$ cat config.mk
export PLATFORM = sky130hd
export DESIGN_NAME = i2c_master_byte_controller
export DESIGN_NICKNAME = d
export VERILOG_FILES = /design/src/design/i2cm_pkg.sv /design/src/design/i2cm_cfg_regs.sv /design/src/design/i2cm_seq.sv /design/src/design/i2cm_out_reg.sv /design/src/design/i2c_master_byte_controller.sv
export SDC_FILE = /design/constraint.sdc
export NUM_CORES = 1
export LEC_CHECK = 0
export BUFFER_PORTS_ARGS = -buffer_cell sky130_fd_sc_hd__clkbuf_2
export CAP_MARGIN = 30
export CORE_MARGIN = 2
export CORE_UTILIZATION = 30
export DETAILED_ROUTE_END_ITERATION = 10
export PLACE_DENSITY = 0.43
export SLEW_MARGIN = 15
export SYNTH_ARGS = -nofsm -noshare
export SYNTH_HDL_FRONTEND = slang
export SYNTH_SLANG_ARGS = --single-unit
$ cat constraint.sdc
create_clock -name i_clk -period 5.8 [get_ports i_clk]
set_input_delay 0.58 -clock i_clk [delete_from_list [all_inputs] [get_ports i_clk]]
set_output_delay 0.58 -clock i_clk [all_outputs]
set_load 0.01 [all_outputs]
$ cat src/design/i2cm_pkg.sv
package i2cm_pkg;

    localparam int BITS_PER_BYTE = 8;
    localparam int CFG_AW        = 2;
    localparam int CFG_DW        = 10;

    // command codes
    localparam logic [2:0] CMD_START    = 3'd0;
    localparam logic [2:0] CMD_STOP     = 3'd1;
    localparam logic [2:0] CMD_WRITE    = 3'd2;
    localparam logic [2:0] CMD_WAIT_ACK = 3'd3;
    localparam logic [2:0] CMD_READ     = 3'd4;

    // configuration register indexes
    localparam logic [CFG_AW-1:0] REG_START_STOP = 2'd0;
    localparam logic [CFG_AW-1:0] REG_BIT_PHASE  = 2'd1;
    localparam logic [CFG_AW-1:0] REG_SHORT      = 2'd2;
    localparam logic [CFG_AW-1:0] REG_ACK_TMO    = 2'd3;

    localparam logic [7:0] RST_START_STOP = 8'd4;
    localparam logic [7:0] RST_BIT_PHASE  = 8'd2;
    localparam logic [7:0] RST_SHORT      = 8'd1;
    localparam logic [9:0] RST_ACK_TMO    = 10'd250;

    typedef struct packed {
        logic       kind;
        logic [2:0] command;
        logic [7:0] tx_byte;
        logic       send_ack;
        logic       sda_in;
    } t_in_word;

    typedef struct packed {
        logic       scl_release;
        logic       sda_release;
        logic       busy_res;
        logic       done_res;
        logic [7:0] rx_byte;
        logic       ack_fail;
        logic       command_ignored;
    } t_out_word;

    typedef struct packed {
        logic [7:0] start_stop_ticks;
        logic [7:0] bit_phase_ticks;
        logic [7:0] short_ticks;
        logic [9:0] ack_timeout;
    } t_cfg;

endpackage

$ cat src/design/i2cm_cfg_regs.sv
module i2cm_cfg_regs
    import i2cm_pkg::*;
(
    input  logic              i_clk,
    input  logic              i_rst_n,
    input  logic              i_cfg_we,
    input  logic [CFG_AW-1:0] i_cfg_addr,
    input  logic [CFG_DW-1:0] i_cfg_data,
    output t_cfg              o_cfg
);

    t_cfg r_cfg;

    always_ff @(posedge i_clk) begin
        if (!i_rst_n) begin
            r_cfg.start_stop_ticks <= RST_START_STOP;
            r_cfg.bit_phase_ticks  <= RST_BIT_PHASE;
            r_cfg.short_ticks      <= RST_SHORT;
            r_cfg.ack_timeout      <= RST_ACK_TMO;
        end else if (i_cfg_we) begin
            case (i_cfg_addr)
                REG_START_STOP: r_cfg.start_stop_ticks <= i_cfg_data[7:0];
                REG_BIT_PHASE:  r_cfg.bit_phase_ticks  <= i_cfg_data[7:0];
                REG_SHORT:      r_cfg.short_ticks      <= i_cfg_data[7:0];
                REG_ACK_TMO:    r_cfg.ack_timeout      <= i_cfg_data;
                default:        r_cfg                  <= r_cfg;
            endcase
        end
    end

    assign o_cfg = r_cfg;

endmodule

$ cat src/design/i2cm_seq.sv
module i2cm_seq
    import i2cm_pkg::*;
(
    input  logic      i_clk,
    input  logic      i_rst_n,
    input  logic      i_accept,
    input  t_in_word  i_word,
    input  t_cfg      i_cfg,
    output t_out_word o_result
);

    typedef enum logic [3:0] {
        S_IDLE, S_ST1, S_ST2, S_SP1, S_SP2, S_WSET, S_WHI, S_WLO,
        S_ASET1, S_ASET2, S_APOLL, S_RLO, S_RHI, S_KSET, S_KHI
    } t_state;

    localparam logic [3:0] BIT_LAST = 4'(BITS_PER_BYTE);

    t_state     r_state,  n_state;
    logic [7:0] r_hold,   n_hold;
    logic [3:0] r_bits,   n_bits;
    logic [7:0] r_shift,  n_shift;
    logic [9:0] r_poll,   n_poll;
    logic       r_scl,    n_scl;
    logic       r_sda,    n_sda;
    logic       r_ack,    n_ack;
    logic       r_fail,   n_fail;
    logic [7:0] r_rx,     n_rx;
    logic       done, ignored;

    always_comb begin
        n_state = r_state;
        n_hold  = r_hold;
        n_bits  = r_bits;
        n_shift = r_shift;
        n_poll  = r_poll;
        n_scl   = r_scl;
        n_sda   = r_sda;
        n_ack   = r_ack;
        n_fail  = r_fail;
        n_rx    = r_rx;
        done    = 1'b0;
        ignored = 1'b0;

        if (i_word.kind) begin
            if (r_state != S_IDLE || i_word.command > CMD_READ) begin
                ignored = 1'b1;
            end else begin
                case (i_word.command)
                    CMD_START: begin
                        n_scl   = 1'b1;
                        n_sda   = 1'b1;
                        n_state = S_ST1;
                        n_hold  = i_cfg.start_stop_ticks;
                    end
                    CMD_STOP: begin
                        n_scl   = 1'b0;
                        n_sda   = 1'b0;
                        n_state = S_SP1;
                        n_hold  = i_cfg.start_stop_ticks;
                    end
                    CMD_WRITE: begin
                        n_scl   = 1'b0;
                        n_bits  = '0;
                        n_sda   = i_word.tx_byte[7];
                        n_shift = {i_word.tx_byte[6:0], 1'b0};
                        n_state = S_WSET;
                        n_hold  = i_cfg.bit_phase_ticks;
                    end
                    CMD_WAIT_ACK: begin
                        n_fail  = 1'b0;
                        n_sda   = 1'b1;
                        n_state = S_ASET1;
                        n_hold  = i_cfg.short_ticks;
                    end
                    default: begin
                        n_scl   = 1'b0;
                        n_sda   = 1'b1;
                        n_bits  = '0;
                        n_shift = '0;
                        n_ack   = i_word.send_ack;
                        n_state = S_RLO;
                        n_hold  = i_cfg.bit_phase_ticks;
                    end
                endcase
            end
        end else if (r_state == S_APOLL) begin
            if (!i_word.sda_in) begin
                n_scl   = 1'b0;
                n_fail  = 1'b0;
                n_state = S_IDLE;
                done    = 1'b1;
            end else if (r_poll >= i_cfg.ack_timeout) begin
                // timed out: flag it and release the bus with a stop
                n_fail  = 1'b1;
                n_scl   = 1'b0;
                n_sda   = 1'b0;
                n_state = S_SP1;
                n_hold  = i_cfg.start_stop_ticks;
            end else begin
                n_poll = r_poll + 10'd1;
            end
        end else if (r_state != S_IDLE) begin
            if (r_hold > 8'd1) begin
                n_hold = r_hold - 8'd1;
            end else begin
                case (r_state)
                    S_ST1: begin
                        n_sda   = 1'b0;
                        n_state = S_ST2;
                        n_hold  = i_cfg.start_stop_ticks;
                    end
                    S_ST2: begin
                        n_scl   = 1'b0;
                        n_state = S_IDLE;
                        done    = 1'b1;
                    end
                    S_SP1: begin
                        n_scl   = 1'b1;
                        n_sda   = 1'b1;
                        n_state = S_SP2;
                        n_hold  = i_cfg.start_stop_ticks;
                    end
                    S_SP2: begin
                        n_state = S_IDLE;
                        done    = 1'b1;
                    end
                    S_WSET: begin
                        n_scl   = 1'b1;
                        n_state = S_WHI;
                        n_hold  = i_cfg.bit_phase_ticks;
                    end
                    S_WHI: begin
                        n_scl   = 1'b0;
                        n_state = S_WLO;
                        n_hold  = i_cfg.bit_phase_ticks;
                    end
                    S_WLO: begin
                        n_bits = r_bits + 4'd1;
                        if (n_bits >= BIT_LAST) begin
                            n_state = S_IDLE;
                            done    = 1'b1;
                        end else begin
                            n_sda   = r_shift[7];
                            n_shift = {r_shift[6:0], 1'b0};
                            n_state = S_WSET;
                            n_hold  = i_cfg.bit_phase_ticks;
                        end
                    end
                    S_ASET1: begin
                        n_scl   = 1'b1;
                        n_state = S_ASET2;
                        n_hold  = i_cfg.short_ticks;
                    end
                    S_ASET2: begin
                        n_state = S_APOLL;
                        n_poll  = '0;
                    end
                    S_RLO: begin
                        // sample on the rising clock edge
                        n_scl   = 1'b1;
                        n_shift = {r_shift[6:0], i_word.sda_in};
                        n_state = S_RHI;
                        n_hold  = i_cfg.short_ticks;
                    end
                    S_RHI: begin
                        n_scl  = 1'b0;
                        n_bits = r_bits + 4'd1;
                        n_hold = i_cfg.bit_phase_ticks;
                        if (n_bits >= BIT_LAST) begin
                            n_rx    = r_shift;
                            n_sda   = ~r_ack;
                            n_state = S_KSET;
                        end else begin
                            n_state = S_RLO;
                        end
                    end
                    S_KSET: begin
                        n_scl   = 1'b1;
                        n_state = S_KHI;
                        n_hold  = i_cfg.bit_phase_ticks;
                    end
                    S_KHI: begin
                        n_scl   = 1'b0;
                        n_state = S_IDLE;
                        done    = 1'b1;
                    end
                    default: begin
                        n_state = S_IDLE;
                    end
                endcase
            end
        end
    end

    always_ff @(posedge i_clk) begin
        if (!i_rst_n) begin
            r_state <= S_IDLE;
            r_hold  <= '0;
            r_bits  <= '0;
            r_shift <= '0;
            r_poll  <= '0;
            r_scl   <= 1'b1;
            r_sda   <= 1'b1;
            r_ack   <= 1'b0;
            r_fail  <= 1'b0;
            r_rx    <= '0;
        end else if (i_accept) begin
            r_state <= n_state;
            r_hold  <= n_hold;
            r_bits  <= n_bits;
            r_shift <= n_shift;
            r_poll  <= n_poll;
            r_scl   <= n_scl;
            r_sda   <= n_sda;
            r_ack   <= n_ack;
            r_fail  <= n_fail;
            r_rx    <= n_rx;
        end
    end

    always_comb begin
        o_result.scl_release     = n_scl;
        o_result.sda_release     = n_sda;
        o_result.busy_res        = (n_state != S_IDLE);
        o_result.done_res        = done;
        o_result.rx_byte         = n_rx;
        o_result.ack_fail        = n_fail;
        o_result.command_ignored = ignored;
    end

endmodule

$ cat src/design/i2cm_out_reg.sv
module i2cm_out_reg
    import i2cm_pkg::*;
(
    input  logic      i_clk,
    input  logic      i_rst_n,
    input  logic      i_load,
    input  t_out_word i_word,
    input  logic      i_out_ready,
    output logic      o_can_load,
    output logic      o_out_valid,
    output t_out_word o_out_word
);

    logic      r_valid;
    t_out_word r_word;

    // slot is free when empty or being drained this cycle
    assign o_can_load = !r_valid || i_out_ready;

    always_ff @(posedge i_clk) begin
        if (!i_rst_n) begin
            r_valid <= 1'b0;
        end else if (o_can_load) begin
            r_valid <= i_load;
        end
    end

    always_ff @(posedge i_clk) begin
        if (i_load) begin
            r_word <= i_word;
        end
    end

    assign o_out_valid = r_valid;
    assign o_out_word  = r_word;

endmodule

$ cat src/design/i2c_master_byte_controller.sv
// Byte-level I2C master, paced by tick words.
// Input channel (i_in_valid / o_in_ready / i_in_word): each word is either a
// time tick (kind = 0, carries the sampled SDA level) or a command (kind = 1:
// start, stop, write byte, wait ack, read byte). Commands are taken only while
// idle; one arriving while busy, or with an unknown code, is dropped and
// flagged in command_ignored.
// Output channel (o_out_valid / i_out_ready / o_out_word): exactly one result
// word per input word, carrying SCL/SDA release levels, busy, done, the last
// received byte and the ack-fail flag.
// The result is registered, valid in the cycle after the word is accepted.
// Throughput: one word per clock while results are taken; the sequencer state
// updates at accept and the result lands in a single output register.
// Stall: when the receiver holds i_out_ready low with a result pending,
// o_in_ready drops and the result is held; ready returns in the cycle the
// result is taken, so no bubble is inserted.
// Config port (i_cfg_we / i_cfg_addr / i_cfg_data): write only, one register per
// cycle, meant for use while idle.
// Reset (i_rst_n, synchronous, active low): sequencer idle, both lines
// released, registers at their defaults, output register empty.
module i2c_master_byte_controller
    import i2cm_pkg::*;
(
    input  logic              i_clk,
    input  logic              i_rst_n,
    input  logic              i_in_valid,
    output logic              o_in_ready,
    input  t_in_word          i_in_word,
    output logic              o_out_valid,
    input  logic              i_out_ready,
    output t_out_word         o_out_word,
    input  logic              i_cfg_we,
    input  logic [CFG_AW-1:0] i_cfg_addr,
    input  logic [CFG_DW-1:0] i_cfg_data
);

    t_cfg      cfg;
    t_out_word seq_result;
    logic      can_load;
    logic      accept;

    assign o_in_ready = can_load;
    assign accept     = i_in_valid && can_load;

    i2cm_cfg_regs u_cfg (
        .i_clk      (i_clk),
        .i_rst_n    (i_rst_n),
        .i_cfg_we   (i_cfg_we),
        .i_cfg_addr (i_cfg_addr),
        .i_cfg_data (i_cfg_data),
        .o_cfg      (cfg)
    );

    // sequencer: phase state, counters and line levels step on each accepted word
    i2cm_seq u_seq (
        .i_clk    (i_clk),
        .i_rst_n  (i_rst_n),
        .i_accept (accept),
        .i_word   (i_in_word),
        .i_cfg    (cfg),
        .o_result (seq_result)
    );

    // result register decouples the two sides
    i2cm_out_reg u_out (
        .i_clk       (i_clk),
        .i_rst_n     (i_rst_n),
        .i_load      (accept),
        .i_word      (seq_result),
        .i_out_ready (i_out_ready),
        .o_can_load  (can_load),
        .o_out_valid (o_out_valid),
        .o_out_word  (o_out_word)
    );

endmodule

# After elaboration in Yosys (flattened, before gate mapping)
# Cells that the tools add are included.
# word_totals
register_bits	95
input_bits	31
word_cells	179
# classes
n_addsub	3
n_lt_le_gt_ge	4
n_eq_ne	31
n_mux	81
bitwise	4
reduce_logical	34
# op_table
op	n
$mux 8	20
$mux 10	6
$mux 4	14
$pmux 8 s2	3
$pmux 4 s10	1
$pmux 8 s4	1
$eq 4x4->1 const B	7
$mux 1	28
$reduce_and 7->1	3
$eq 4x3->1 const B	4
$pmux 4 s4	1
$ne 2x2->1 const B	6
$reduce_or 4->1	3
$add 10x1->10 const B	1
$ge 10x10->1	1
$ne 3x3->1 const B	3
$eq 4x2->1 const B	2
$gt 8x1->1 const B	1
$pmux 1 s2	4
$reduce_and 2->1	4
$reduce_and 8->1	1
$reduce_bool 2->1	4
$reduce_bool 4->1	2
$reduce_or 2->1	4
24 further kinds	33

# Depth between registers and ports, before layout
# Gate-level depths: netlist of run 1.
# logic_depth
ltp_word	9
ltp_mapped	10
ltp_nobuf	8

# By module
# A second synthesis of run 1 with hierarchy kept.
# unflattened
hier_cells	699
hier_area_um2	5850.6
# modules_own_cells
module	n_inst	cells_per_inst	area_each_um2
i2cm_seq	1	544	4047.6
i2cm_cfg_regs	1	136	1327.5
i2cm_out_reg	1	18	469.2
i2c_master_byte_controller	1	1	6.3

# Least setup slack after synthesis of run 1
# Ideal clock, no wire load.
# synth_path
kind	input port to flip-flop
startpoint	in i_out_ready
endpoint	reg u_seq.r_bits[2]
t_arrival_ns	2.390
t_required_ns	5.685
slack_ns	3.296
stages	8
cell_sequence	nand2b_1 nand2_1 inv_1 clkbuf_1 o21ai_0 nor3b_1 xnor2_1 nor2_1
# synth_via
elab_chain_cells	3
# synth_lines
item	line_no	rtl
from (decl)	i2c_master_byte_controller.sv:29	input logic i_out_ready,
$logic_or 1x1->1	i2cm_out_reg.sv:18	assign o_can_load = !r_valid || i_out_ready;
$logic_and 1x1->1	i2c_master_byte_controller.sv:42	assign accept = i_in_valid && can_load;
named net accept	i2c_master_byte_controller.sv:39	logic accept;
$reduce_and 7->1 (no source line)	--	
to (signal assigned)	i2cm_seq.sv:211	r_bits <= n_bits;
to (decl)	i2cm_seq.sv:21	logic [3:0] r_bits, n_bits;
# The timed path passes the listed nets, and every way through them passes these cells.
# A chain may end at the register's enable or synchronous reset.

# Final worst setup path of run 1
# layout_path
startpoint	reg u_seq.r_hold[2]
endpoint	reg u_seq.r_rx[4]
# layout_via
elab_chain_cells	5
# layout_lines
item	line_no	rtl
from (decl)	i2cm_seq.sv:20	logic [7:0] r_hold, n_hold;
from (signal assigned)	i2cm_seq.sv:210	r_hold <= n_hold;
$gt 8x1->1	i2cm_seq.sv:104	if (r_hold > 8'd1) begin
$mux 8	i2cm_seq.sv:104	
$mux 8	i2cm_seq.sv:103	end else if (r_state != S_IDLE) begin
$mux 8	i2cm_seq.sv:87	end else if (r_state == S_APOLL) begin
$mux 8	i2cm_seq.sv:45	if (i_word.kind) begin
to (signal assigned)	i2cm_seq.sv:218	r_rx <= n_rx;
to (decl)	i2cm_seq.sv:28	logic [7:0] r_rx, n_rx;
# Every way passes these cells.

==> summary.md, run 1 <==
| Metric | Value |
|---|---|
| Crit-path cells | or4_4 > nor3_4 > nand4_1 > nor2_1 > nand2_1 > a21oi_1 |
| Die Ht | around 140 µm |
| Htree depth | 3 |
| All-Layer GR Usage | 0.176 |
| Crit path required time | just over 6000 ps |
| Initial DRC count | 340 |
| Crit path max fanout | 18 |
| Part of the power in registers | 0.434 |
| Reg2reg start | u_seq.r_hold[2] |
| Gp weighted congestion | around 0.85 |
| Pre-CTS WS | 2260 ps |
| Primary FF master, synth | dfxtp_1 |
| Clock Power Share | 0.363 |
| Post-layout net count | 709 |
| Post-synth EDFFs | 14 |
| CP Class | reg -> reg |
| Yosys cell types | 67 |
| Max-Cap Viols | 0 |
| CTS tree | built |
| Yosys top cell area share | 0.304 |
| Unrepaired setup endpoints after global routing | false |
| Vias | around 5,100 |
| # Post-CTS Setup Buffers | 0 |
| Layout cells sized above 1 | 0.139 |
| Gate power share | 0.204 |
| Rows | 48 |
| # hold bufs at CTS | 0 |
| Vias in the first global route | about 4,800 |
| CTS Buf Count | 9 |
| Dpl cells | between 800 and 900 |
| Initial Utilization | 0.307 |
| Chip Width | around 140 µm |
| FF+latch count, synth | 95 |
| Sw Pwr | around 550 µW |
| Pwr dens | ~280 mW/mm² |
| WP data arrival | a little under 4000 ps |
| Mapped Cells | 640 |
| Tmin final | around 3600 ps |
| Crit-path slowest cell | nand4_1 |
| Final worst slack | approximately 2200 ps |
| Synth top area cells | dfxtp_1, edfxtp_1, nand2_1, a21oi_1, mux2i_1 |
| First-pass GRT wire length | between 20,000 and 30,000 µm |
| Largest net degree at the start of global routing | 54 |
| Ys Warns | 0 |
| Hold Crit Class | in -> reg |
| CP endpoint kind | flip-flop |
| Leak Pwr | 0.00221 µW |
| Max incr delay on CP | just over 800 ps |
| Synthesized area | between 0.005 and 0.006 mm² |
| Root Driver | clkbuf_16 |
| Top delay family on crit path | simple AND/OR/NAND/NOR gates |
| Worst r2r dst | u_seq.r_rx[4] |
| Initial DRT Pass Iterations | 5 |
| DIE AREA | between 0.015 and 0.02 mm² |
| Worst hold path cell count | 3 |
| Final Hold Fails | 0 |
| CTS resizes | 0 |
| I/O Buffers | 46 |
| Sink Count | 95 |
| Post-synthesis sequential area ratio | 0.383 |
| Non-filler cells, final | ~890 |
| Cell Int Power | 1130 µW |
| Antenna Cells | 0 |
| Hold Path Sink | u_cfg.o_cfg[8] |
| Post-DP HPWL | 11,200 µm |
| Worst-Skew Late Latency | approximately 360 ps |
| Rel. slew slack | 0.447 |
| Fmax | between 0.2 and 0.3 GHz |
| Setup TNS Final | 0 ps |
| Max IR drop VDD | about 0.13 mV |
| Design Power | approximately 1700 µW |
| Startpoint Class | flip-flop |
| Max Buffers Root-to-Sink | 2 |
| Final worst-path cycle share | 0.616 |
| # setup viols final | 0 |
| Clk_skew | between 9 and 10 ps |
| Post-DR wirelength/cell | around 18 µm |
| Max-slew violations | 0 |
| Reg2Reg Depth | 6 |
| Core area | roughly 0.017 mm² |
| Mapped Avg Cell Area | 8.32 µm² |
| Fill cells | between 1,500 and 2,000 |
| Status | complete, no violations |
| Overall routed net length | between 15,000 and 20,000 µm |
| Hold Startpoint | i_cfg_data[8] |
| Residual DRC count | 0 |
| Worst R2R Setup Slack | 2230 ps |
| Ports | 47 |
| Sw Ratio | 0.326 |
| Crit path buffers/inverters | 0 |
| Post-synth ARST share | 0 |
| Antenna violations before repair | 0 |
| Post-synth top area cell | dfxtp_1 |
| Post-DR vias/cell | 5.66 |
| Tightest Pin Transition | 827 ps |
| Final antenna-violating net count | 0 |
| Layout overhead on the synthesized area | 13.7% |
| Remaining global-route overflow | 0 |
| Mapped Nets | a little under 700 |
| Clk slew on worst S/H paths | 80 ps |
## cells in the mapped netlist, drive strengths merged (3+ instances only)
| master | instances |
|---|---|
| dfxtp | 81 |
| nand2 | 80 |
| a21oi | 57 |
| nor2 | 45 |
| clkbuf | 36 |
| o21ai | 28 |
| nand3 | 22 |
| inv | 21 |
| mux2i | 20 |
| edfxtp | 14 |
| ha | 14 |
| a211oi | 13 |
| a311oi | 13 |
| a31oi | 13 |
| o211ai | 13 |
| buf | 10 |
| o31ai | 10 |
| nand2b | 9 |
| nor3 | 9 |
| or4 | 9 |
| a222oi | 8 |
| a22oi | 8 |
| mux2 | 8 |
| xnor2 | 8 |
| and3 | 6 |
| o21a | 6 |
| or3 | 6 |
| a32oi | 5 |
| nand4 | 5 |
| nor2b | 5 |
| nor4 | 5 |
| o22ai | 4 |
| a21o | 3 |
| o2111ai | 3 |
| o221ai | 3 |
| o32ai | 3 |
## layout make-up
class                           instances  area [µm²]  area share
Multi-Input combinational cell        477        3030       0.501
Sequential cell                        95        2040       0.337
Timing Repair Buffer                   59         319      0.0527
Tap cell                              225         282      0.0465
Clock buffer                            9         225      0.0372
Inverter                               22        82.6      0.0136
Clock inverter                          7        73.8      0.0122
## power by group through the flow
stage	clock, µW	combinational (µW)	sequential, µW
finish	606	340	724
global route	658	375	729
CTS	627	336	724
detailed placement	0	334	739
global placement	0	336	739
floorplan	0	243	733
## layout by cell type (no fill, tap or decap), drive strengths merged, types with 8 or more instances in the layout
cell,synthesis,final
dfxtp,81,81
nand2,80,80
a21oi,57,57
clkbuf,36,56
nor2,45,45
o21ai,28,28
inv,21,25
nand3,22,22
mux2i,20,20
ha,14,14
edfxtp,14,14
a31oi,13,13
o211ai,13,13
a311oi,13,13
a211oi,13,13
buf,10,12
o31ai,10,10
nand2b,9,9
nor3,9,9
or4,9,9
mux2,8,8
xnor2,8,8
a22oi,8,8
a222oi,8,8
## metrics by stage
step                      hold slack [ps]  instance area [µm²]   util
after floorplan                       436                 5330      -
after global placement                448                 5710  0.329
after detailed placement              458                 5730  0.330
after CTS                             425                 6030  0.347
after global routing                  442                 6060  0.349
final                                 440                 6060  0.349
## layer usage
layer  GRT usage  part of all wire  up-vias
li1            -                 -     2456
met1       0.232              0.47     2461
met2       0.295              0.48      135
met3      0.0346             0.047        7
met4      0.0447            0.0071        0
met5           0                 0        -
## state kept, by name, indices dropped and copies added (netlist names)
name	count
u_seq.r_ack	1
u_seq.r_rx	8
u_seq.r_poll	10
u_out.o_out_word	14
u_out.o_out_valid	1
u_seq.r_sda	1
u_seq.r_bits	4
u_seq.r_fail	1
u_cfg.o_cfg	34
u_seq.r_scl	1
u_seq.r_state	4
u_seq.r_shift	8
u_seq.r_hold	8
## worst reg2reg max path, cell delays in order (launching register included)
cell and delay, ps:
dfxtp_1 360, or4_4 590, nor3_4 670, nand4_1 840, nor2_1 780, nand2_1 120, a21oi_1 140
## worst max path at each step
stage,to,startpoint,cells after the start
after floorplan,u_seq.r_bits[2],i_out_ready,8
after global placement,u_seq.r_rx[5],u_seq.r_hold[2],6
after detailed placement,u_seq.r_poll[8],u_seq.r_state[3],4
after CTS,u_seq.r_rx[4],u_seq.r_state[3],6
after global routing,u_seq.r_rx[6],u_seq.r_state[3],7
final,u_seq.r_rx[4],u_seq.r_hold[2],6
## cells by family after synthesis
logic type,share of synthesized area
buffers and inverters,0.0486
AND/OR/NAND/NOR,0.193
XOR/XNOR,0.0164
multiplexers,0.0545
AO/OA/AOI/OAI,0.271
flip-flops,0.383
adder cells (fa/ha/maj),0.0329
Power figures use the tool's default switching activity.
==> run 2, diff against run 1 <==
Clock period 5.8 ns to 3.7 ns, I/O delays scaled along.
==> run 2 against run 1 <==
  * Flip-flop and latch count is the same
  * Sequential share of layout area shrank 0.48 points
  * Final cell count grew 0.89%
  * Cell area grew 1.4%
  * Non-clock buffer count grew 8
  * Core utilization grew 0.50 points
  * Critical path type unchanged
  * Total power grew 60%
  * Combinational power grew 61%
==> summary.md, run 2 (synthesized netlist as in run 1, its figures left out) <==
| Metric | Value |
|---|---|
| Largest net degree at the start of global routing | 31 (-43%) |
| Worst R2R Setup Slack | 850 ps (-1370 ps) |
| Fmax | 0.351 GHz (+25%) |
| Final antenna-violating net count | 0 (unchanged) |
| Rows | 48 (unchanged) |
| Status | complete, no violations |
| Overall routed net length | 16,000 µm (about the same) |
| Unrepaired setup endpoints after global routing | false |
| # setup viols final | 0 (unchanged) |
| CTS tree | built |
| Crit path max fanout | 9 (-9) |
| Tmin final | 2850 ps (-726 ps) |
| CP Class | reg -> reg |
| Non-filler cells, final | 902 (+0.89%) |
| Max reg flops | 34 (unchanged) |
| Remaining global-route overflow | 0 (unchanged) |
| DP Area | 0.00583 mm² (+1.7%) |
| Initial DRC count | 290 (-15%) |
| Final worst slack | 851 ps (-1370 ps) |
| CTS resizes | 0 (unchanged) |
| Commonest non-fill, non-tap cell in the layout | dfxtp_1 |
| Clk_skew | 6.99 ps (-2.02 ps) |
| All-Layer GR Usage | 0.177 (+0.000814) |
| Vias in the first global route | 4,895 (+2.2%) |
| Clk slew on worst S/H paths | 70 ps (about the same) |
| Startpoint Class | flip-flop |
| Setup TNS Final | 0 ps (unchanged) |
| Pwr dens | 435 mW/mm² (+58%) |
| Tightest Pin Transition | 830 ps (+2.94 ps) |
| Layout overhead on the synthesized area | 15.3% |
| Worst r2r dst | u_seq.r_hold[7] |
| Sink Count | 95 (unchanged) |
| Max-slew violations | 0 (unchanged) |
| Max IR drop VDD | 0.218 mV (+63%) |
| Residual DRC count | 0 (unchanged) |
| CP endpoint kind | flip-flop |
| Post-route design area | 0.00614 mm² (+1.4%) |
| Hold Path Sink | u_cfg.o_cfg[8] |
| Max Buffers Root-to-Sink | 2 (unchanged) |
| Leak Pwr | 0.00226 µW (+2.3%) |
| Hold Crit Class | in -> reg |
| Crit path required time | 3940 ps (-2140 ps) |
| DIE AREA | 0.0188 mm² (unchanged) |
| Layout cells sized above 1 | 0.151 (+0.0117) |
| Reg2Reg Depth | 8 (+2) |
| I/O Buffers | 46 (unchanged) |
| Htree depth | 3 (unchanged) |
| Rel. slew slack | 0.442 (-0.00542) |
| Antenna Cells | 0 (unchanged) |
| Post-DR wirelength/cell | 17.7 µm (-0.89%) |
| # Post-CTS Setup Buffers | 0 (unchanged) |
| Core area | 0.0174 mm² (unchanged) |
| Post-layout net count | 717 (+1.1%) |
| Ports | 47 (unchanged) |
| Worst hold path cell count | 3 (unchanged) |
| Global route hottest layer | met2 |
| Met1 GRT Util | 0.234 (+0.00277) |
| Die Ht | 137 µm (unchanged) |
| Post-DR vias/cell | 5.51 (-2.6%) |
| Pre-CTS WS | 852 ps (-1410 ps) |
| Reg2reg start | u_seq.r_poll[0] |
| WP data arrival | 3090 ps (-760 ps) |
| Met2 GRT Util | 0.296 (about the same) |
| GR Layer Usage met3 | 0.0353 (+0.000736) |
| Vias | 4,974 (-1.7%) |
| Initial Utilization | 0.307 (unchanged) |
| Hold slack | 243 ps (-196 ps) |
| Initial DRT Pass Iterations | 6 (+1) |
| # hold bufs at CTS | 0 (unchanged) |
| First-pass GRT wire length | 26,100 µm (+0.69%) |
| Gp weighted congestion | 0.874 (+2.3%) |
| Max-Cap Viols | 0 (unchanged) |
| Worst-Skew Late Latency | 350 ps (about the same) |
| Hold Startpoint | i_cfg_data[8] |
| Root Driver | clkbuf_16 |
| Final Hold Fails | 0 (unchanged) |
| CTS Buf Count | 9 (unchanged) |
| Final worst-path cycle share | 0.770 (+0.154) |
| Chip Width | 137 µm (unchanged) |
| Most frequent cells in the layout | dfxtp_1, nand2_1, a21oi_1, clkbuf_2, nor2_1 |
| Antenna violations before repair | 0 (unchanged) |
| Dpl cells | 886 (+1.4%) |
| Post-DP HPWL | 11,500 µm (+2.7%) |
## run 2: cell count changes in the layout (fill, tap and decap cells not counted), sizes merged
cell and change:
buf +9, bufinv +1, inv -2
## run 2: cell type report
class	instances	area, µm²
well taps	225	282
clock inverters	6	63.8
clock buffers	10	250
fillers	1829	11200
repair buffers	67	392
flip-flops and latches	95	2040
inverters	22	82.6
multi-input cells	477	3030
## run 2: critical path, cell delays in order, from the launching register on
cell	delay, ps
dfxtp_1	430
inv_1	70
ha_1	270
or3b_2	460
o2111ai_1	110
a31o_2	240
nand4_1	410
and3_1	490
a311oi_1	280
## run 2: metrics by stage
step	total power, µW	utilization
final	2680	0.354
after global routing	2810	0.354
after CTS	2710	0.354
after detailed placement	1700	0.336
after global placement	1700	0.335
after floorplan	1530	-
## run 2: worst max path at each step
stage / startpoint / endpoint / depth (start not counted)
final: u_seq.r_poll[0] / u_seq.r_hold[7] / 8
after global routing: u_seq.r_state[2] / u_seq.r_hold[7] / 5
after CTS: u_seq.r_state[2] / u_seq.r_hold[7] / 5
after detailed placement: u_seq.r_state[2] / u_seq.r_hold[3] / 5
after global placement: u_seq.r_state[2] / u_seq.r_hold[7] / 5
after floorplan: u_cfg.o_cfg[7] / u_seq.r_hold[7] / 7
## run 2: where the power goes
group          internal [µW]  switching [µW]
registers               1090            41.7
logic                    206             343
clock network            568             424
## run 2: layer usage
layer / share of wire / vias up
met5: 0 / -
met4: 0.0088 / 0
met3: 0.042 / 13
met2: 0.48 / 120
met1: 0.47 / 2369
li1: - / 2472
